===== config.mk =====
export PLATFORM = sky130hd
export DESIGN_NAME = npst_queue
export DESIGN_NICKNAME = d
export VERILOG_FILES = /design/src/hw/rtl/npst_pkg.sv /design/src/hw/rtl/npst_queue.sv
export SDC_FILE = /design/constraint.sdc
export NUM_CORES = 1
export LEC_CHECK = 0
export BUFFER_PORTS_ARGS = -buffer_cell sky130_fd_sc_hd__buf_2
export CAP_MARGIN = 20
export CORE_MARGIN = 2
export CORE_UTILIZATION = 46
export CTS_CLUSTER_DIAMETER = 100
export DETAILED_ROUTE_END_ITERATION = 6
export PLACE_DENSITY = 0.73
export SLEW_MARGIN = 20
export SYNTH_ARGS = -nofsm -noshare
export SYNTH_HDL_FRONTEND = slang
export SYNTH_SLANG_ARGS = --single-unit

===== constraint.sdc =====
create_clock -name clk -period 9 [get_ports clk]
set_input_delay 1.8 -clock clk [delete_from_list [all_inputs] [get_ports clk]]
set_output_delay 1.8 -clock clk [all_outputs]
set_load 0.02 [all_outputs]

===== src/hw/rtl/npst_pkg.sv =====
// Shared types and constants for the nearest point search table.
package npst_pkg;

  localparam int MAX_POINTS_DEF = 256;
  localparam int COORD_W        = 16;
  localparam int ACT_W          = 2;
  localparam int IDX_OUT_W      = 8;
  localparam int DIST_W         = 34;
  localparam int SQ_W           = 2 * COORD_W;
  localparam int TDATA_IN_W     = 48;
  localparam int TDATA_OUT_W    = 48;
  localparam int TUSER_OUT_W    = 2;
  localparam int Q_DEPTH        = 2;
  localparam int Q_AW           = $clog2(Q_DEPTH);
  localparam int Q_CW           = $clog2(Q_DEPTH + 1);

  localparam logic [ACT_W-1:0] ACT_ADD   = 2'd0;
  localparam logic [ACT_W-1:0] ACT_FIND  = 2'd1;
  localparam logic [ACT_W-1:0] ACT_CLEAR = 2'd2;

  typedef enum logic [1:0] {
    CMD_ADD   = 2'd0,
    CMD_FIND  = 2'd1,
    CMD_CLEAR = 2'd2,
    CMD_NOP   = 2'd3
  } cmd_kind_t;

  typedef struct packed {
    cmd_kind_t                  kind;
    logic signed [COORD_W-1:0]  coord_x;
    logic signed [COORD_W-1:0]  coord_y;
    logic signed [COORD_W-1:0]  coord_z;
  } cmd_t;

  typedef struct packed {
    logic                 full;
    logic                 valid;
  } q_stat_t;

  typedef struct packed {
    logic [IDX_OUT_W-1:0] nearest_index;
    logic                 found;
    logic                 status;
    logic [DIST_W-1:0]    min_dist_sq;
  } res_t;

endpackage


===== src/hw/rtl/npst_queue.sv =====
// Short command queue between the front and back stages.
module npst_queue (
  input  logic              clk,
  input  logic              rst_n,
  input  logic              push,
  input  npst_pkg::cmd_t    wdata,
  input  logic              pop,
  output npst_pkg::cmd_t    rdata,
  output npst_pkg::q_stat_t stat
);
  import npst_pkg::*;

  cmd_t            mem_r [Q_DEPTH];
  logic [Q_AW-1:0] wr_ptr_r, wr_ptr_nxt;
  logic [Q_AW-1:0] rd_ptr_r, rd_ptr_nxt;
  logic [Q_CW-1:0] cnt_r, cnt_nxt;

  assign stat.full  = (cnt_r == Q_CW'(Q_DEPTH));
  assign stat.valid = (cnt_r != '0);
  assign rdata      = mem_r[rd_ptr_r];

  always_comb begin
    wr_ptr_nxt = push ? wr_ptr_r + 1'b1 : wr_ptr_r;
    rd_ptr_nxt = pop  ? rd_ptr_r + 1'b1 : rd_ptr_r;
    cnt_nxt    = cnt_r;
    if (push && !pop) cnt_nxt = cnt_r + 1'b1;
    if (pop && !push) cnt_nxt = cnt_r - 1'b1;
  end

  always_ff @(posedge clk) begin
    if (!rst_n) begin
      wr_ptr_r <= '0;
      rd_ptr_r <= '0;
      cnt_r    <= '0;
    end else begin
      wr_ptr_r <= wr_ptr_nxt;
      rd_ptr_r <= rd_ptr_nxt;
      cnt_r    <= cnt_nxt;
    end
  end

  always_ff @(posedge clk) begin
    if (push) mem_r[wr_ptr_r] <= wdata;
  end

  a_no_overflow: assert property (@(posedge clk) disable iff (!rst_n)
    push |-> (!stat.full || pop))
    else $error("queue push while full");

  a_no_underflow: assert property (@(posedge clk) disable iff (!rst_n)
    pop |-> stat.valid)
    else $error("queue pop while empty");

endmodule


Yosys cells after proc, flatten, opt, wreduce, memory -nomap -nowiden
Memory sizes are Yosys's and may differ from the RTL's. A register that Yosys moved wholly into a read port is not among the register bits. Index checks and enable logic that the tools add are counted.

Add/subtract/negate cells: 4. Equality and inequality tests: 1. Mux-type cells: 6. Reductions and logical operators: 6.

Operators with widths (number): $mux W1 (4); $mux W2 (2); $reduce_bool A2 Y1 (2); $add A1 B1 Y1 const B (2); $add A2 B1 Y2 const B (1); $eq A2 B2 Y1 const B (1); $logic_and A1 B1 Y1 (2); $logic_not A1 Y1 (2); $sub A2 B1 Y2 const B (1).

Flip-flop bits (word level): 4. Memory bits (writable): 100. Input bits: 54. Memories kept: 1.

Memories: mem_r (words 2, width 50, read ports 1, clocked after memory_dff 1, write ports 1, RTL line npst_queue.sv:13) `cmd_t mem_r [Q_DEPTH];`.

Longest topological paths before layout
Depth after elaboration: 4. Gate-level depth with buffers: 5. Gate-level depth less buffers: 5.

Worst setup path after synthesis
Ideal clock, no wire load.

Kind: input to register. From: in push. To: mem mem_r[0][0] (netlist bit) (enable). Data arrival time: 3.988 ns. Slack: 4.552 ns. Cell stages on the path: 2. Path buffers: 0. Cell sequence: inv_1 > nor2_1.

Word-level cells in the longest chain between the ends: 2.

Ends and longest elaborated chain: from (decl) (RTL line npst_queue.sv:5) `input logic push,`; $mux W1 (RTL line npst_queue.sv:43) `if (push) mem_r[wr_ptr_r] <= wdata;`; $mux W1 (implied by the code) (RTL line npst_queue.sv:43); to (decl) (RTL line npst_queue.sv:13).

No other way between the ends.

==> results.tsv <==
stage	metric	value	unit
setup_path	worst r2r path cells	2	
sta	Setup TNS	0	ns
outcome	outcome	finished clean	
layout	Fill cells	650	
clocking	Clock Tree Root	clkbuf_8	
detailed_routing	Routed WL	6.02	mm
yosys	Synth Area in Adders	0.328	%
clocking	H-Tree Depth	3	
placement	routability cong.	0.670	
yosys	Synth Warn #	0	
clocking	TritonCTS clock tree	built	
die	Starting Density	46.9	%
setup_path	Setup CP Type	reg2out	
yosys	unique cell type count in the Yosys netlist	18	
global_routing	largest net degree at the start of global routing	51	
power	P per Cell Area	204	nW/µm²
placement	DP HPWL	3.81	mm
yosys	Post-Synth XOR/XNOR Area	0.689	%
layout	Layout Cells excl Fill	401	
yosys	multiplexer share of the synthesized area	14.8	%
sta	Clock Skew	0.00603	ns
clocking	clk sink count	105	
setup_path	critical path, cell by cell	mux2_2 -> buf_2	
detailed_routing	Routed wire per std cell	15.0	µm
yosys	largest family of logic cells by synthesized area	multiplexers	
job	max cap viols	0	
yosys	Simple-Gate Fraction of Synth Area	1.48	%
detailed_routing	Iter 0 DRT Violations	66	
setup_path	CP arrival	1.74	ns
clocking	Worst-path clk slew	0.09	ns
detailed_routing	DRC	0	
clocking	Clk Latency, worst-skew pair	0.35	ns
setup_path	worst r2r dst	mem_r[1][24]	
sta	max_slew headroom	55.4	%
layout	Syn-to-layout area delta	21.7	%
yosys	Synth Area in Compound Gates	0.525	%
layout	Final Cell Area	4640	µm²
clocking	CTS Buf Count	9	
placement	port bufs	105	
layout	nets	345	
setup_path	crit end category	output port	
detailed_routing	top layer in use	met4	
setup_path	FF-to-FF setup slack	7.34	ns
clocking	PostCTS Resize Cnt	0	
global_routing	GRT overflow	0	
sta	min Tclk post-route	3.54	ns
global_routing	initial antenna violation count	1	
clocking	post-CTS setup buffer count	0	
clocking	CTS Hold Bufs	0	
power	worst IR drop on VDD	0.123	mV
die	core area	8130	µm²
yosys	Mapped Area	3810	µm²
die	full die area	9030	µm²
yosys	sequential area share after synthesis	81.4	%
setup_path	CP peak stage delay	0.79	ns
sta	max frequency	282	MHz
detailed_routing	wire length on met3	517	µm
detailed_routing	Via density	4.73	
min_path	critical hold path startpoint	cnt_r[1]	
setup_path	Critical Path RT	7.20	ns
min_path	Hold EP	cnt_r[1]	
yosys	Post-Syn Nets	233	
sta	Final Hold Fails	0	
global_routing	vias in the first global route	1925	
detailed_routing	DR WL met2	3.15	mm
die	Die Width	95.1	µm
setup_path	Worst R2R Start	wr_ptr_r	
setup_path	CP Launch Type	flip-flop	
yosys	top cell type's share of synthesized area	78.7	%
sta	worst hold slack	0.509	ns
detailed_routing	Via Count	1895	
sta	worst slew pin tran	0.670	ns
global_routing	first-pass GRT wire length	9.11	mm
sta	crit share post-route	39.4	%
sta	RSZ-0062 raised after global routing	false	
setup_path	CP max FO	50	
sta	Final Setup Violations	0	
detailed_routing	drt pass-1 iters	4	
min_path	hold path depth	2	
placement	Placed Area	4470	µm²
die	Rows	33	
yosys	flops & latches, synth	105	
layout	FF+latch area	3110	µm²
yosys	Synth Area per Inst	21.4	µm²
power	Total Power	948	µW
layout	area of the multi-input gates	687	µm²
min_path	worst hold path type	reg2reg	
yosys	top cells by area, synth	edfxtp_1 (79%), mux2_2 (15%), dfxtp_1 (2.6%)	
setup_path	crit path max-delay cell type	dfxtp_4	
power	Pleak	1.73	nW
detailed_routing	Metal-1 WL	2.25	mm
yosys	Post-Syn Instances	178	
layout	share of cells above drive strength 1	59.7	%
setup_path	Top Family by Delay on Critical Path	flip-flops	
global_routing	Total GRT Usage	13.9	%
yosys	Yosys top cell by area	edfxtp_1	
setup_path	CP bufs+invs	1	
sta	Max Transition Viols Final	0	
clocking	CTS Buffer Depth	2	
detailed_routing	Antenna Nets Post-Route	0	
die	Die Span Y	95.1	µm
die	Top-Level Pins	106	
placement	placed insts	384	
-- per-stage QoR --
stage          util, %  worst slack, ns
2_1_floorplan        -             4.55
3_3_place_gp      54.9             5.45
3_5_place_dp      54.9             5.69
4_1_cts           57.0             5.41
5_1_grt           57.0             5.35
6_report          57.1             5.46
-- how the worst max path moves through the flow --
stage	startpoint	to	slack, ns	cells past startpoint
2_1_floorplan	push	mem_r[0][0]	4.55	2
3_3_place_gp	flip-flop	rdata[18]	5.45	2
3_5_place_dp	push	mem_r[0][6]	5.69	4
4_1_cts	flip-flop	rdata[10]	5.41	2
5_1_grt	flip-flop	rdata[39]	5.35	2
6_report	flip-flop	rdata[10]	5.46	2
-- kinds of logic after synthesis --
family / Yosys count
simple gates: 9
buf+inv: 7
flops: 105
xor+xnor: 3
compound gates: 3
mux: 50
fa+ha+maj: 1
-- synth_stat cells --
master	n
a21boi_1	1
and2_1	4
and2b_2	1
buf_2	5
clkbuf_1	1
dfxtp_1	5
edfxtp_1	100
ha_1	1
inv_1	1
mux2_2	50
nor2_1	1
nor2b_1	1
o21a_1	1
o21ai_0	1
or2_2	1
or3_1	1
xnor2_1	2
xor2_1	1
-- flip-flops by register name, indices dropped and copies added, names as in the netlist, named ones only --
register / flops
rd_ptr_r: 1
mem_r: 100
wr_ptr_r: 1
cnt_r: 2
-- worst min-delay path, stage by stage, from the launching register on --
cell and delay [ns]:
dfxtp_1 0.33, o21ai_0 0.07, a21boi_1 0.06
-- placed cells by master, fill, tap and decap left out, types with 2 or more instances in the layout --
master      n
mux2_2     50
buf_4       2
clkinv_4    2
clkinv_1    2
xnor2_1     2
edfxtp_1  100
dfxtp_1     4
buf_2     105
and2_1      3
clkbuf_8    9
-- layer usage --
layer	up-vias	global-route usage, %
met5	-	0
met1	901	15.5
met2	68	23.3
li1	919	-
met4	0	4.83
met3	7	6.64
-- final cells by class --
cell class	count	share of cell area, %
Antenna cell	1	0.0539
Clock inverter	7	0.997
Multi-Input combinational cell	66	14.8
Timing Repair Buffer	107	11.6
Clock buffer	9	2.67
Sequential cell	105	66.9
Tap cell	105	2.83
Inverter	1	0.0809
-- power breakdown --
group | switching (mW) | total [mW] | internal [mW] | leakage, nW
registers | 0.0148 | 0.578 | 0.563 | 0.981
clock network | 0.153 | 0.253 | 0.100 | 0.0847
logic | 0.0643 | 0.117 | 0.0528 | 0.668
total | 0.232 | 0.948 | 0.716 | 1.73
No activity file was read; power rests on OpenSTA's default activity.
