**src/hw/rtl/npst_pkg.sv**
```systemverilog
// Shared types and constants for the nearest point search table.
package npst_pkg;

  localparam int MAX_POINTS_DEF = 256;
  localparam int COORD_W        = 16;
  localparam int ACT_W          = 2;
  localparam int IDX_OUT_W      = 8;
  localparam int DIST_W         = 34;
  localparam int SQ_W           = 2 * COORD_W;
  localparam int TDATA_IN_W     = 48;
  localparam int TDATA_OUT_W    = 48;
  localparam int TUSER_OUT_W    = 2;
  localparam int Q_DEPTH        = 2;
  localparam int Q_AW           = $clog2(Q_DEPTH);
  localparam int Q_CW           = $clog2(Q_DEPTH + 1);

  localparam logic [ACT_W-1:0] ACT_ADD   = 2'd0;
  localparam logic [ACT_W-1:0] ACT_FIND  = 2'd1;
  localparam logic [ACT_W-1:0] ACT_CLEAR = 2'd2;

  typedef enum logic [1:0] {
    CMD_ADD   = 2'd0,
    CMD_FIND  = 2'd1,
    CMD_CLEAR = 2'd2,
    CMD_NOP   = 2'd3
  } cmd_kind_t;

  typedef struct packed {
    cmd_kind_t                  kind;
    logic signed [COORD_W-1:0]  coord_x;
    logic signed [COORD_W-1:0]  coord_y;
    logic signed [COORD_W-1:0]  coord_z;
  } cmd_t;

  typedef struct packed {
    logic                 full;
    logic                 valid;
  } q_stat_t;

  typedef struct packed {
    logic [IDX_OUT_W-1:0] nearest_index;
    logic                 found;
    logic                 status;
    logic [DIST_W-1:0]    min_dist_sq;
  } res_t;

endpackage

```
**src/hw/rtl/npst_front.sv**
```systemverilog
// Front stage: accept input transactions and decode the action into a command.
module npst_front (
  input  logic                                   clk,
  input  logic                                   rst_n,
  input  logic                                   in_tvalid,
  output logic                                   in_tready,
  input  logic [npst_pkg::TDATA_IN_W-1:0]        in_tdata,
  input  logic [npst_pkg::ACT_W-1:0]             in_tuser,
  input  npst_pkg::q_stat_t                      q_stat,
  output logic                                   q_push,
  output npst_pkg::cmd_t                         q_wdata
);
  import npst_pkg::*;

  logic      hold_v_r, hold_v_nxt;
  cmd_t      hold_r;
  cmd_kind_t kind;

  always_comb begin
    unique case (in_tuser)
      ACT_ADD:   kind = CMD_ADD;
      ACT_FIND:  kind = CMD_FIND;
      ACT_CLEAR: kind = CMD_CLEAR;
      default:   kind = CMD_NOP;
    endcase
  end

  assign q_push    = hold_v_r && !q_stat.full;
  assign q_wdata   = hold_r;
  assign in_tready = !hold_v_r || q_push;

  always_comb begin
    hold_v_nxt = hold_v_r;
    if (q_push) hold_v_nxt = 1'b0;
    if (in_tvalid && in_tready) hold_v_nxt = 1'b1;
  end

  always_ff @(posedge clk) begin
    if (!rst_n) begin
      hold_v_r <= 1'b0;
    end else begin
      hold_v_r <= hold_v_nxt;
    end
  end

  always_ff @(posedge clk) begin
    if (in_tvalid && in_tready) begin
      hold_r.kind    <= kind;
      hold_r.coord_x <= in_tdata[COORD_W-1:0];
      hold_r.coord_y <= in_tdata[2*COORD_W-1:COORD_W];
      hold_r.coord_z <= in_tdata[3*COORD_W-1:2*COORD_W];
    end
  end

endmodule

```
**config.mk**
```make
export PLATFORM = sky130hd
export DESIGN_NAME = npst_front
export DESIGN_NICKNAME = d
export VERILOG_FILES = /design/src/hw/rtl/npst_pkg.sv /design/src/hw/rtl/npst_front.sv
export SDC_FILE = /design/constraint.sdc
export NUM_CORES = 1
export LEC_CHECK = 0
export ABC_CLOCK_PERIOD_IN_PS = 2400
export BUFFER_PORTS_ARGS = -buffer_cell sky130_fd_sc_hd__buf_2
export CAP_MARGIN = 25
export CORE_ASPECT_RATIO = 0.8
export CORE_MARGIN = 4
export CORE_UTILIZATION = 40
export CTS_CLUSTER_SIZE = 16
export DETAILED_ROUTE_END_ITERATION = 7
export GPL_ROUTABILITY_DRIVEN = 0
export PLACE_DENSITY = 0.78
export SETUP_SLACK_MARGIN = 0.02
export SYNTH_ARGS = -nofsm -noshare
export SYNTH_HDL_FRONTEND = slang
export SYNTH_SLANG_ARGS = --single-unit
```
**constraint.sdc**
```tcl
create_clock -name clk -period 2.4 [get_ports clk]
set_input_delay 0.12 -clock clk [delete_from_list [all_inputs] [get_ports clk]]
set_output_delay 0.12 -clock clk [all_outputs]
set_load 0.02 [all_outputs]
```
; Word level (Yosys, flattened, before mapping)
; Cells that the tools add are included.
[word_totals]
register_bits = 51
input_bits = 55
[classes]
n_mux = 3
n_reduce_logical = 7
n_eq_ne = 2
[ops]
columns = operator, n
row1 = $pmux W2 S3, 1
row2 = $eq A2 B1 Y1 const B, 1
row3 = $eq A2 B2 Y1 const B, 1
row4 = $logic_and A1 B1 Y1, 2
row5 = $logic_not A1 Y1, 2
row6 = $logic_not A2 Y1, 1
row7 = $mux W1, 2
row8 = $reduce_bool A2 Y1, 1
row9 = $logic_or A1 B1 Y1, 1

; Logic depth before layout (Yosys ltp)
; Gate-level depths: netlist (run 1).
[logic_depth]
depth_word = 5
depth_mapped = 2
mapped_depth_nobuf = 2

; Worst setup path before layout (run 1)
; No wires, ideal clock.
[synth_path]
path_type = reg2reg
start = register hold_v_r
end = register hold_r, in the netlist q_wdata[0] (enable)
setup_slack_ns = 0.269
required_ns = 1.987
stages_incl_launch_ff = 3
synth_period_minus_slack_ns = 2.131
arrival_ns = 1.718
cell_sequence = dfxtp_1 > nand2_1 > and2_1
[synth_between]
elab_chain_cells = 3
elab_cells_between_ends = 4
[synth_rtl]
columns = element, line
row1 = start: declaration, npst_front.sv:15  ; logic hold_v_r, hold_v_nxt;
row2 = start signal: assignment, npst_front.sv:42  ; hold_v_r <= hold_v_nxt;
row3 = $logic_not A1 Y1 / $logic_and A1 B1 Y1 (equally long branches), "npst_front.sv:30, npst_front.sv:28"
row4 = $logic_or A1 B1 Y1 *, npst_front.sv:30  ; assign in_tready = !hold_v_r || q_push;
row5 = named net in_tready, npst_front.sv:6  ; output logic in_tready,
row6 = $logic_and A1 B1 Y1 *, npst_front.sv:47  ; if (in_tvalid && in_tready) begin
row7 = end: declaration, npst_front.sv:16  ; cmd_t hold_r;
; Mark *: on every way through the listed nets, which the timed path passes. The rest lies on a longest branch.
; A chain may end at the register's enable or synchronous reset.

; Final worst setup path (run 1)
[layout_path]
start = register hold_v_r
end = register hold_r, in the netlist q_wdata[32] (enable)
[layout_between]
elab_chain_cells = 3
elab_cells_between_ends = 4
[layout_rtl]
columns = element, line
row1 = $logic_not A1 Y1 / $logic_and A1 B1 Y1 (equally long branches), "npst_front.sv:30, npst_front.sv:28"
row2 = $logic_or A1 B1 Y1 *, npst_front.sv:30
row3 = $logic_and A1 B1 Y1 *, npst_front.sv:47
; Every way passes the cells marked *; elsewhere a longest branch is shown, timed or not.

==> run summary, run 1 <==
CTS
------------------------------------------------------------------------------
Resize count post-CTS                                                        0
Hold bufs inserted after CTS                                                43
Number of setup buffers added after CTS                                      0
Clk pin slew, worst setup/hold paths                                   0.08 ns
CTS tree                                                                   yes
Clk Latency, worst-skew pair                                           0.30 ns
CTS H-tree depth                                                             2
CTS Buf Count                                                                5
Deepest clock path buffer count                                              2
Clock Sink Count                                                            51
Clock root buffer                                                     clkbuf_8

SYNTHESIS
------------------------------------------------------------------------------
Syn. warnings                                                                0
Synth Cell Area                                                      1559 um^2
Post-synth net total                                                       113
Top post-synthesis cells by area                                  edfxtp_1, dfxtp_1, and2b_2
Cells after synthesis                                                       58
Sequential-to-total area share from yosys stat                          0.9759
Post-synthesis sequential element count                                     51
Largest area contributor in the synthesized netlist                   edfxtp_1
Post-synth cell types                                                        8
Mean instance size in the synthesized netlist                       26.88 um^2
Proportion of netlist area held by the largest area contributor         0.9631

GLOBAL ROUTE
------------------------------------------------------------------------------
Antenna violations before repair                                             0
Global-route usage over all layers                                      0.1711
Global-route wire length before repair                                 6361 um
Vias in the first global route                                            1281
GR Util met1                                                            0.1750
Layer with the highest usage                                              met2
GR Layer Usage met2                                                     0.3120
Met3 Resource Use GR                                                   0.07183
Maximum number of pins on one net before global-route repair                30
Total congestion overflow                                                    0

ROUTING
------------------------------------------------------------------------------
Final WL                                                               4218 um
Detailed-router iteration count before antenna repair                        4
ANT nets after route                                                         0
Wirelength per Cell                                                   15.51 um
Drt drc                                                                      0
Number of vias in the routed layout                                       1165
Detailed router's first-iteration violation count                           50
Via density                                                              4.283

STA
------------------------------------------------------------------------------
Relative slew slack                                                     0.6492
Final Hold Viols                                                             0
Final hold slack                                                    0.01373 ns
Least-Margin Pin Slew                                                0.5262 ns
Minimum clock period                                                  1.455 ns
RSZ-0062 raised after global routing                                        no
Final total negative setup slack                                          0 ns
Final-report setup violation count                                           0
Post-route fraction of the period consumed by the critical path         0.6064
Highest clock frequency the design can meet                          687.1 MHz
Max-slew violation total from the final report                               0
Final setup skew                                                   0.009127 ns

STATUS
------------------------------------------------------------------------------
Run status                                                           completed

LAYOUT
------------------------------------------------------------------------------
Antenna diode count                                                          0
Layout fillers                                                             239
Count of non-filler cells in the finished layout                           272
Number of nets in the layout                                               272
Synthesis-to-layout area growth                                         75.12%
Share of cells above drive strength 1                                   0.5300

CRITICAL PATH
------------------------------------------------------------------------------
Critical Setup Path Class                                         flop to flop
Critical register-to-register path startpoint                         hold_v_r
Arr. time, crit path                                                   1.45 ns
Worst setup startpoint                                                hold_v_r
Data required time of the critical path                                2.40 ns
Crit end category                                                         flop
Largest fanout on the critical path                                         29
Kind of start point of the critical path                                  flop

FLOORPLAN
------------------------------------------------------------------------------
Die Width                                                             77.80 um
Die footprint                                                        4967 um^2
Starting Density                                                        0.4126
Standard-cell row count                                                     20
Die H                                                                 63.84 um
Total core area                                                      3779 um^2
Top-level I/O count                                                        107

POWER
------------------------------------------------------------------------------
Pwr Density                                                       645.8 nW/um^2
VDD IR-drop max                                                    0.0004733 V
Leak pwr                                                              1.173 nW
Design Power                                                        0.001763 W

FLOW RUN
------------------------------------------------------------------------------
Maxcap violations                                                            0

PLACED DESIGN
------------------------------------------------------------------------------
Buffers added on ports                                                     105
Total instance count after detailed placement                              217

MIN PATH
------------------------------------------------------------------------------
Worst Min Path Start                                              in_tdata[15]
Class of the tightest hold or removal check                       input pin to flop

-- layout make-up --
class | instances | area [um^2] | area share
sequential | 51 | 1521 | 0.5573
timing repair buffer | 154 | 1026 | 0.3758
clock buffer | 5 | 68.82 | 0.02521
tap | 55 | 68.82 | 0.02521
multi-input combinational | 5 | 31.28 | 0.01146
clock inverter | 2 | 13.76 | 0.005041
-- report_power, final --
group | switching, W | internal [W] | leakage, nW | total, W
registers | 0.0000136 | 0.00104 | 0.492 | 0.00105
clock network | 0.000261 | 0.000200 | 0.0440 | 0.000461
logic | 0.000130 | 0.000120 | 0.636 | 0.000250
-- sequential cells by signal, indices dropped and copies added, names as in the netlist --
register  flops
hold_v_r      1
q_wdata      50
-- Yosys cell counts --
| cell | number |
|---|---|
| clkbuf_1 | 2 |
| nor2b_1 | 1 |
| nand2_1 | 1 |
| dfxtp_1 | 1 |
| and2_1 | 1 |
| a21oi_1 | 1 |
| edfxtp_1 | 50 |
| and2b_2 | 1 |
-- cell families (layout without fill, tap and decap cells) --
| logic type | Yosys count | after routing | synth area share |
|---|---|---|---|
| DFF | 51 | 51 | 0.9759 |
| and+or+nand+nor | 4 | 4 | 0.01606 |
| AOI/OAI and AO/OA | 1 | 1 | 0.003207 |
| buffers and inverters | 2 | 161 | 0.004817 |
-- layer usage --
layer	vias to the layer above	wire length, um
li1	539	-
met1	543	1558
met2	78	2163
met3	5	454
met4	0	42
met5	-	0
-- critical path: stages (launching register included) --
cell and delay, ns:
dfxtp_1 0.33, nand2_1 0.07, and2_2 0.49, buf_12 0.26
-- placed cells by master, fill, tap and decap left out, drive strengths merged --
master and instances:
a21oi 1, and2 1, and2b 1, buf 106
clkbuf 5, clkinv 2, dfxtp 1, dlygate4sd3 48
edfxtp 50, nand2 1, nor2b 1
-- metrics by stage --
stage / instance area (um^2) / util / setup slack [ns]
final: 2730 / 0.7225 / 0.9445
after global routing: 2730 / 0.7225 / 0.8200
after CTS: 2680 / 0.7093 / 0.9404
after detailed placement: 2167 / 0.5735 / 0.9474
after global placement: 2167 / 0.5735 / 1.017
after floorplan: 1559 / - / 0.2692
-- worst paths after layout --
check | end | slack (ns) | cells after the start
setup reg to reg | q_wdata[32] | 0.94 | 3
setup / recovery | q_wdata[32] | 0.94 | 3
hold reg to reg | hold_v_r | 0.54 | 2
hold / removal | q_wdata[47] | 0.01 | 1
Note: power is estimated with default switching activity, not from simulation.
==> run 2, diff against run 1 <==
--- a/config.mk
+++ b/config.mk
@@ -5,16 +5,17 @@
 export SDC_FILE = /design/constraint.sdc
 export NUM_CORES = 1
 export LEC_CHECK = 0
-export ABC_CLOCK_PERIOD_IN_PS = 2400
+export ABC_AREA = 1
+export ABC_CLOCK_PERIOD_IN_PS = 1300
 export BUFFER_PORTS_ARGS = -buffer_cell sky130_fd_sc_hd__buf_2
 export CAP_MARGIN = 25
 export CORE_ASPECT_RATIO = 0.8
 export CORE_MARGIN = 4
-export CORE_UTILIZATION = 40
+export CORE_UTILIZATION = 36
 export CTS_CLUSTER_SIZE = 16
 export DETAILED_ROUTE_END_ITERATION = 7
 export GPL_ROUTABILITY_DRIVEN = 0
-export PLACE_DENSITY = 0.78
+export PLACE_DENSITY = 0.74
 export SETUP_SLACK_MARGIN = 0.02
 export SYNTH_ARGS = -nofsm -noshare
 export SYNTH_HDL_FRONTEND = slang
==> constraint.sdc (replaced) <==
create_clock -name clk -period 1.3 [get_ports clk]
set_input_delay 0.065 -clock clk [delete_from_list [all_inputs] [get_ports clk]]
set_output_delay 0.065 -clock clk [all_outputs]
set_load 0.02 [all_outputs]
==> run summary, run 2 <==
LAYOUT
------------------------------------------------------------------------------
Share of cells above drive strength 1                                   0.5313   +0.001296
Core occupancy in the finished layout                                   0.6721   -0.05046
Cell area after layout                                               2808 um^2   +2.8%
Synthesis-to-layout area growth                                         79.52%
Number of nets in the layout                                               278   +2.2%
Antenna diode count                                                          0   unchanged
Number of flip-flops under the largest register name                        50   unchanged
Top library cells by usage in the layout, fill and taps aside     buf_2, dlygate4sd3_1, edfxtp_1
Commonest non-fill, non-tap cell in the layout                           buf_2

POWER
------------------------------------------------------------------------------
Leak pwr                                                              1.208 nW   +3.0%
Power share of the clock group                                           0.273   +0.012
Pwr Density                                                       1190 nW/um^2   +84%
Proportion of total power due to net switching                          0.2401   +0.01023
VDD IR-drop max                                                     0.001116 V   +140%
Combinational share of power                                             0.144   +0.002
Sequential fraction of design power                                      0.582   -0.015
Net switching power                                                0.0008020 W   +98%
Design internal power                                               0.002539 W   +87%

STA
------------------------------------------------------------------------------
Least-Margin Pin Slew                                                0.1976 ns   -0.3286 ns
Final-report setup violation count                                           0   unchanged
Final setup skew                                                   0.007647 ns   -0.001480 ns
RSZ-0062 raised after global routing                                        no
Relative slew slack                                                     0.8680   +0.2188
Post-route fraction of the period consumed by the critical path         0.8574
Minimum clock period                                                  1.115 ns
Final total negative setup slack                                          0 ns   unchanged
Final Hold Viols                                                             0   unchanged
Highest clock frequency the design can meet                          897.1 MHz
Max-slew violation total from the final report                               0   unchanged

FLOORPLAN
------------------------------------------------------------------------------
Top-level I/O count                                                        107   unchanged
Standard-cell row count                                                     21   +5.0%
Total core area                                                      4178 um^2   +11%
Die H                                                                 66.96 um   +4.9%
Starting Density                                                        0.3744   -0.03822
Die footprint                                                        5470 um^2   +10%
Die Width                                                             81.69 um   +5.0%

FLOW RUN
------------------------------------------------------------------------------
Maxcap violations                                                            0   unchanged

CRITICAL PATH
------------------------------------------------------------------------------
Kind of start point of the critical path                                  flop
Critical Setup Path Class                                         flop to output pin
Crit end category                                                   output pin
Largest fanout on the critical path                                          3   -90%
Arr. time, crit path                                                   1.05 ns   -0.40 ns
Logic depth of the worst register-to-register path                           2   -1
Data required time of the critical path                                1.24 ns   -1.16 ns

SYNTHESIS
------------------------------------------------------------------------------
Top post-synthesis cells by area                                  edfxtp_1, dfxtp_1, inv_1
Proportion of netlist area held by the largest area contributor         0.9600   -0.003082
Async set or reset register ratio after synthesis                            0   unchanged
Largest area contributor in the synthesized netlist                   edfxtp_1
Cells after synthesis                                                       60   +3.4%
Most used standard cell by instance count after synthesis             edfxtp_1
Synth Cell Area                                                      1564 um^2   +0.32%
Mean instance size in the synthesized netlist                       26.07 um^2   -3.0%
Dominant synthesized flop cell                                        edfxtp_1
Sequential-to-total area share from yosys stat                          0.9728   -0.003123
Post-synthesis sequential element count                                     51   unchanged
Post-synth cell types                                                        8   unchanged
Syn. warnings                                                                0   unchanged
Post-synth net total                                                       115   +1.8%
Most common library cells after synthesis                         edfxtp_1, inv_1, clkbuf_1
Number of synthesized flops with an enable pin                              50   unchanged

PLACED DESIGN
------------------------------------------------------------------------------
Buffers added on ports                                                     105   unchanged
Placed standard-cell area                                            2206 um^2   +1.8%
Detailed placer's ending HPWL                                          2447 um

CTS
------------------------------------------------------------------------------
Number of setup buffers added after CTS                                      0   unchanged
Clk Latency, worst-skew pair                                           0.30 ns   about the same
CTS H-tree depth                                                             2   unchanged
Clk pin slew, worst setup/hold paths                                   0.09 ns   about the same
Clock Sink Count                                                            51   unchanged
CTS tree                                                                   yes
CTS Buf Count                                                                5   unchanged
Clock root buffer                                                     clkbuf_8
Deepest clock path buffer count                                              2   unchanged
Resize count post-CTS                                                        0   unchanged

ROUTING
------------------------------------------------------------------------------
Number of vias in the routed layout                                       1178   +1.1%
Wirelength per Cell                                                   15.24 um   -1.7%
ANT nets after route                                                         0   unchanged
Final WL                                                               4283 um   +1.5%
Drt drc                                                                      0   unchanged
Via density                                                              4.192   -2.1%
Detailed router's first-iteration violation count                           52   +4.0%
Detailed-router iteration count before antenna repair                        2   -2

MIN PATH
------------------------------------------------------------------------------
Worst hold stages                                                            3   +2
Class of the tightest hold or removal check                       input pin to flop

STATUS
------------------------------------------------------------------------------
Run status                                                           completed

GLOBAL ROUTE
------------------------------------------------------------------------------
Total congestion overflow                                                    0   unchanged
Global-route usage over all layers                                      0.1693   -0.001844
Vias in the first global route                                            1276   -0.39%
Antenna violations before repair                                             0   unchanged
Global-route wire length before repair                                 6527 um   +2.6%
Maximum number of pins on one net before global-route repair                29   -3.3%

==> run 2: cell types whose count changed after synthesis, sizes merged <==
cell	before	now
and2	1	0
and2b	1	0
a21oi	1	2
nor2b	1	0
nor2	0	1
inv	0	3
==> run 2: worst max-delay path: stages, from the launching register on <==
cell and delay, ns:
dfxtp_2 0.38, inv_1 0.07, nor2_1 0.11, buf_2 0.18
==> run 2: power groups by stage <==
stage | combinational (W) | sequential, W | clock, W
after floorplan | 0.0000425 | 0.00210 | 0
after global placement | 0.000356 | 0.00197 | 0
after detailed placement | 0.000359 | 0.00198 | 0
after CTS | 0.000477 | 0.00194 | 0.000922
after global routing | 0.000518 | 0.00196 | 0.00100
final | 0.000482 | 0.00195 | 0.000913
==> run 2: cell families after synthesis <==
family	Yosys count	synth area share
buffers and inverters	5	0.01200
and+or+nand+nor	2	0.006400
DFF	51	0.9728
AOI/OAI and AO/OA	2	0.008798
==> run 2: worst paths after layout <==
path / startpoint / end / slack [ns]
worst max register to register: hold_v_r / q_wdata[49] / 0.20
worst min-delay path: q_stat[1] / hold_v_r / 0.04
worst min register to register: hold_v_r / hold_v_r / 0.50
worst max-delay path: hold_v_r / q_push / 0.19
==> run 2: metal layers <==
metal,vias up,GRT usage,routed length [um]
li1,557,-,-
met4,0,0.05602,56
met3,5,0.09054,530
met1,552,0.1956,1532
met5,-,0,0
met2,64,0.2693,2164
==> run 2: area by class of cell <==
| class | count | area (um^2) |
|---|---|---|
| flip-flops and latches | 51 | 1523 |
| fillers | 268 | 1370 |
| repair buffers | 158 | 1076 |
| well taps | 57 | 71.32 |
| clock buffers | 5 | 68.82 |
| multi-input cells | 4 | 35.03 |
| clock inverters | 3 | 22.52 |
| inverters | 3 | 11.26 |
==> run 2: repair_timing <==
item / in CTS / in global routing
endpoints found under the setup margin: 0 / 0
hold buffers: 51 / 0
endpoints found under the hold margin: 51 / 0
==> run 2: through the flow <==
stage | hold WS (ns) | setup WS [ns] | power (W) | cells
after floorplan | 0.1639 | -0.3078 | 0.002147 | 60
after global placement | 0.2412 | 0.2345 | 0.002329 | 222
after detailed placement | 0.2432 | 0.2278 | 0.002337 | 222
after CTS | 0.03906 | 0.2097 | 0.003340 | 281
after global routing | 0.04229 | 0.1138 | 0.003474 | 281
final | 0.04281 | 0.1853 | 0.003341 | 281
==> run 3, diff against run 2 <==
--- a/config.mk
+++ b/config.mk
@@ -10,12 +10,12 @@
 export BUFFER_PORTS_ARGS = -buffer_cell sky130_fd_sc_hd__buf_2
 export CAP_MARGIN = 25
 export CORE_ASPECT_RATIO = 0.8
-export CORE_MARGIN = 4
-export CORE_UTILIZATION = 36
+export CORE_UTILIZATION = 38
+export CTS_BUF_LIST = sky130_fd_sc_hd__clkbuf_4
 export CTS_CLUSTER_SIZE = 16
 export DETAILED_ROUTE_END_ITERATION = 7
 export GPL_ROUTABILITY_DRIVEN = 0
-export PLACE_DENSITY = 0.74
+export PLACE_DENSITY = 0.77
 export SETUP_SLACK_MARGIN = 0.02
 export SYNTH_ARGS = -nofsm -noshare
 export SYNTH_HDL_FRONTEND = slang
==> run summary, run 3 (same netlist as run 2, synthesis figures left out) <==
STATUS
------------------------------------------------------------------------------
Run status                                                           completed

CRITICAL PATH
------------------------------------------------------------------------------
Data required time of the critical path                                1.62 ns   +0.38 ns
R2R Path End                                                          hold_v_r
Family with the most delay on the worst path                      buffers and inverters
Critical Setup Path Class                                         flop to flop
FF-to-FF setup slack                                                    0.1 ns   -0.10 ns
Crit-path cells                                                   nand2_2 -> a21oi_2 -> dlygate4sd3_1
Buffers and inverters on the worst path                                      1   -1
Critical register-to-register path startpoint                         hold_v_r
Logic depth of the worst register-to-register path                           3   +1
Largest fanout on the critical path                                          3   unchanged
Cell with the biggest individual delay on the critical path       dlygate4sd3_1
Crit path largest cell delay                                           0.55 ns   +0.17 ns
Kind of start point of the critical path                                  flop
Crit end category                                                         flop
Arr. time, crit path                                                   1.52 ns   +0.47 ns

PLACED DESIGN
------------------------------------------------------------------------------
Detailed placer's ending HPWL                                          2195 um   -10%
Total instance count after detailed placement                              220   -0.90%
Buffers added on ports                                                     105   unchanged
Setup WS pre-CTS                                                     0.2200 ns   -0.007849 ns

LAYOUT
------------------------------------------------------------------------------
Synthesis-to-layout area growth                                         78.00%
Number of flip-flops under the largest register name                        50   unchanged
Number of nets in the layout                                               279   +0.36%
Commonest non-fill, non-tap cell in the layout                           buf_2
Layout fillers                                                             241   -10%
Core occupancy in the finished layout                                   0.7177   +0.04568
Count of non-filler cells in the finished layout                           280   -0.36%
Multi-input gate area in the final layout                           35.03 um^2   unchanged
Antenna diode count                                                          0   unchanged
Flip-flop and latch area                                             1523 um^2   unchanged
Top library cells by usage in the layout, fill and taps aside     buf_2, dlygate4sd3_1, edfxtp_1
Share of cells above drive strength 1                                   0.5289   -0.002361

ROUTING
------------------------------------------------------------------------------
Drt drc                                                                      0   unchanged
ANT nets after route                                                         0   unchanged
Detailed router's first-iteration violation count                           37   -29%
Via density                                                              4.371   +4.3%
Detailed-router iteration count before antenna repair                        4   +2
Final WL                                                               4189 um   -2.2%
Wirelength per Cell                                                   14.96 um   -1.8%
Number of vias in the routed layout                                       1224   +3.9%

GLOBAL ROUTE
------------------------------------------------------------------------------
GR Layer Usage met2                                                     0.3630   +0.09373
Global-route usage over all layers                                      0.2034   +0.03409
Total congestion overflow                                                    0   unchanged
Layer with the highest usage                                              met2
Met3 Resource Use GR                                                   0.07993   -0.01061
Maximum number of pins on one net before global-route repair                30   +3.4%
Antenna violations before repair                                             0   unchanged
Vias in the first global route                                            1304   +2.2%
Global-route wire length before repair                                 6113 um   -6.3%
GR Util met1                                                            0.2211   +0.02549

STA
------------------------------------------------------------------------------
Final setup skew                                                    0.02333 ns   +0.01568 ns
Final Hold Viols                                                             0   unchanged
Post-route fraction of the period consumed by the critical path         0.9232   +0.06574
Final-report setup violation count                                           0   unchanged
Highest clock frequency the design can meet                          833.2 MHz   -7.1%
RSZ-0062 raised after global routing                                        no
Setup WS post-layout                                                0.09985 ns   -0.08547 ns
Minimum clock period                                                  1.200 ns   +0.08547 ns
Max-slew violation total from the final report                               0   unchanged
Relative slew slack                                                     0.8727   +0.004711
Least-Margin Pin Slew                                                0.1906 ns   -0.007050 ns

FLOORPLAN
------------------------------------------------------------------------------
Total core area                                                      3879 um^2   -7.2%
Die footprint                                                        4378 um^2   -20%
Die Width                                                             73.73 um   -9.8%
Starting Density                                                        0.4032   +0.02886
Top-level I/O count                                                        107   unchanged
Standard-cell row count                                                     20   -4.8%
Die H                                                                 59.38 um   -11%

POWER
------------------------------------------------------------------------------
Design Power                                                        0.003150 W   -5.7%
Net switching power                                                0.0007757 W   -3.3%
Leak pwr                                                              1.200 nW   -0.63%
VDD IR-drop max                                                    0.0007935 V   -29%
Proportion of total power due to net switching                          0.2463   +0.006196
Pwr Density                                                       1131 nW/um^2   -4.9%
Design internal power                                               0.002374 W   -6.5%
Sequential fraction of design power                                      0.618   +0.036
Combinational share of power                                             0.155   +0.011
Power share of the clock group                                           0.227   -0.046

CTS
------------------------------------------------------------------------------
Clk Latency, worst-skew pair                                           0.37 ns   +0.07 ns
Number of setup buffers added after CTS                                      0   unchanged
CTS H-tree depth                                                             2   unchanged
Clock root buffer                                                     clkbuf_4
Clock Sink Count                                                            51   unchanged
CTS tree                                                                   yes
Deepest clock path buffer count                                              2   unchanged
Clk pin slew, worst setup/hold paths                                   0.16 ns   +0.07 ns
Hold bufs inserted after CTS                                                52   +2.0%
Resize count post-CTS                                                        0   unchanged
CTS Buf Count                                                                5   unchanged

MIN PATH
------------------------------------------------------------------------------
Worst Min Path Start                                                 q_stat[1]
Class of the tightest hold or removal check                       input pin to flop
Worst Hold End                                                      q_wdata[0]
Worst hold stages                                                            3   unchanged

FLOW RUN
------------------------------------------------------------------------------
Maxcap violations                                                            0   unchanged

-- run 3: changes by cell type in the layout (fill, tap and decap cells not counted), sizes merged --
cell / previous run / this run
dlygate4sd3: 51 / 52
-- run 3: cell type report --
| type | instances | area share |
|---|---|---|
| clock buffer | 5 | 0.01348 |
| inverter | 3 | 0.004045 |
| timing repair buffer | 159 | 0.3901 |
| sequential | 51 | 0.5470 |
| clock inverter | 3 | 0.008090 |
| tap | 55 | 0.02472 |
| multi-input combinational | 4 | 0.01258 |
-- run 3: per-layer routing --
| metal | wire, um | share of wire |
|---|---|---|
| met3 | 351 | 0.084 |
| met4 | 46 | 0.011 |
| met2 | 2295 | 0.55 |
| met1 | 1495 | 0.36 |
| met5 | 0 | 0 |
-- run 3: how the worst max path moves through the flow --
stage | startpoint | end | cells past startpoint
after CTS | hold_v_r | hold_v_r | 3
after global placement | hold_v_r | q_wdata[47] | 2
after floorplan | hold_v_r | q_wdata[0] | 1
after detailed placement | hold_v_r | q_wdata[26] | 2
final | hold_v_r | hold_v_r | 3
after global routing | hold_v_r | q_push | 3
-- run 3: metrics by stage --
step	TNS (ns)	hold slack [ns]	cell area [um^2]
5_1_grt	0	0.2316	2784
3_5_place_dp	0	0.2432	2203
6_report	0	0.2493	2784
4_1_cts	0	0.2053	2784
3_3_place_gp	0	0.2413	2203
2_1_floorplan	-15.39	0.1639	1577
-- run 3: worst register-to-register path: stages (launching register included) --
cell	delay, ns
dfxtp_2	0.41
nand2_2	0.09
a21oi_2	0.11
dlygate4sd3_1	0.55
-- run 3: power groups by stage --
stage                     registers (W)   logic, W  clock network (W)
after floorplan                 0.00210  0.0000425                  0
after global placement          0.00198   0.000347                  0
after detailed placement        0.00198   0.000356                  0
after CTS                       0.00194   0.000477           0.000744
after global routing            0.00196   0.000516           0.000791
final                           0.00195   0.000487           0.000716
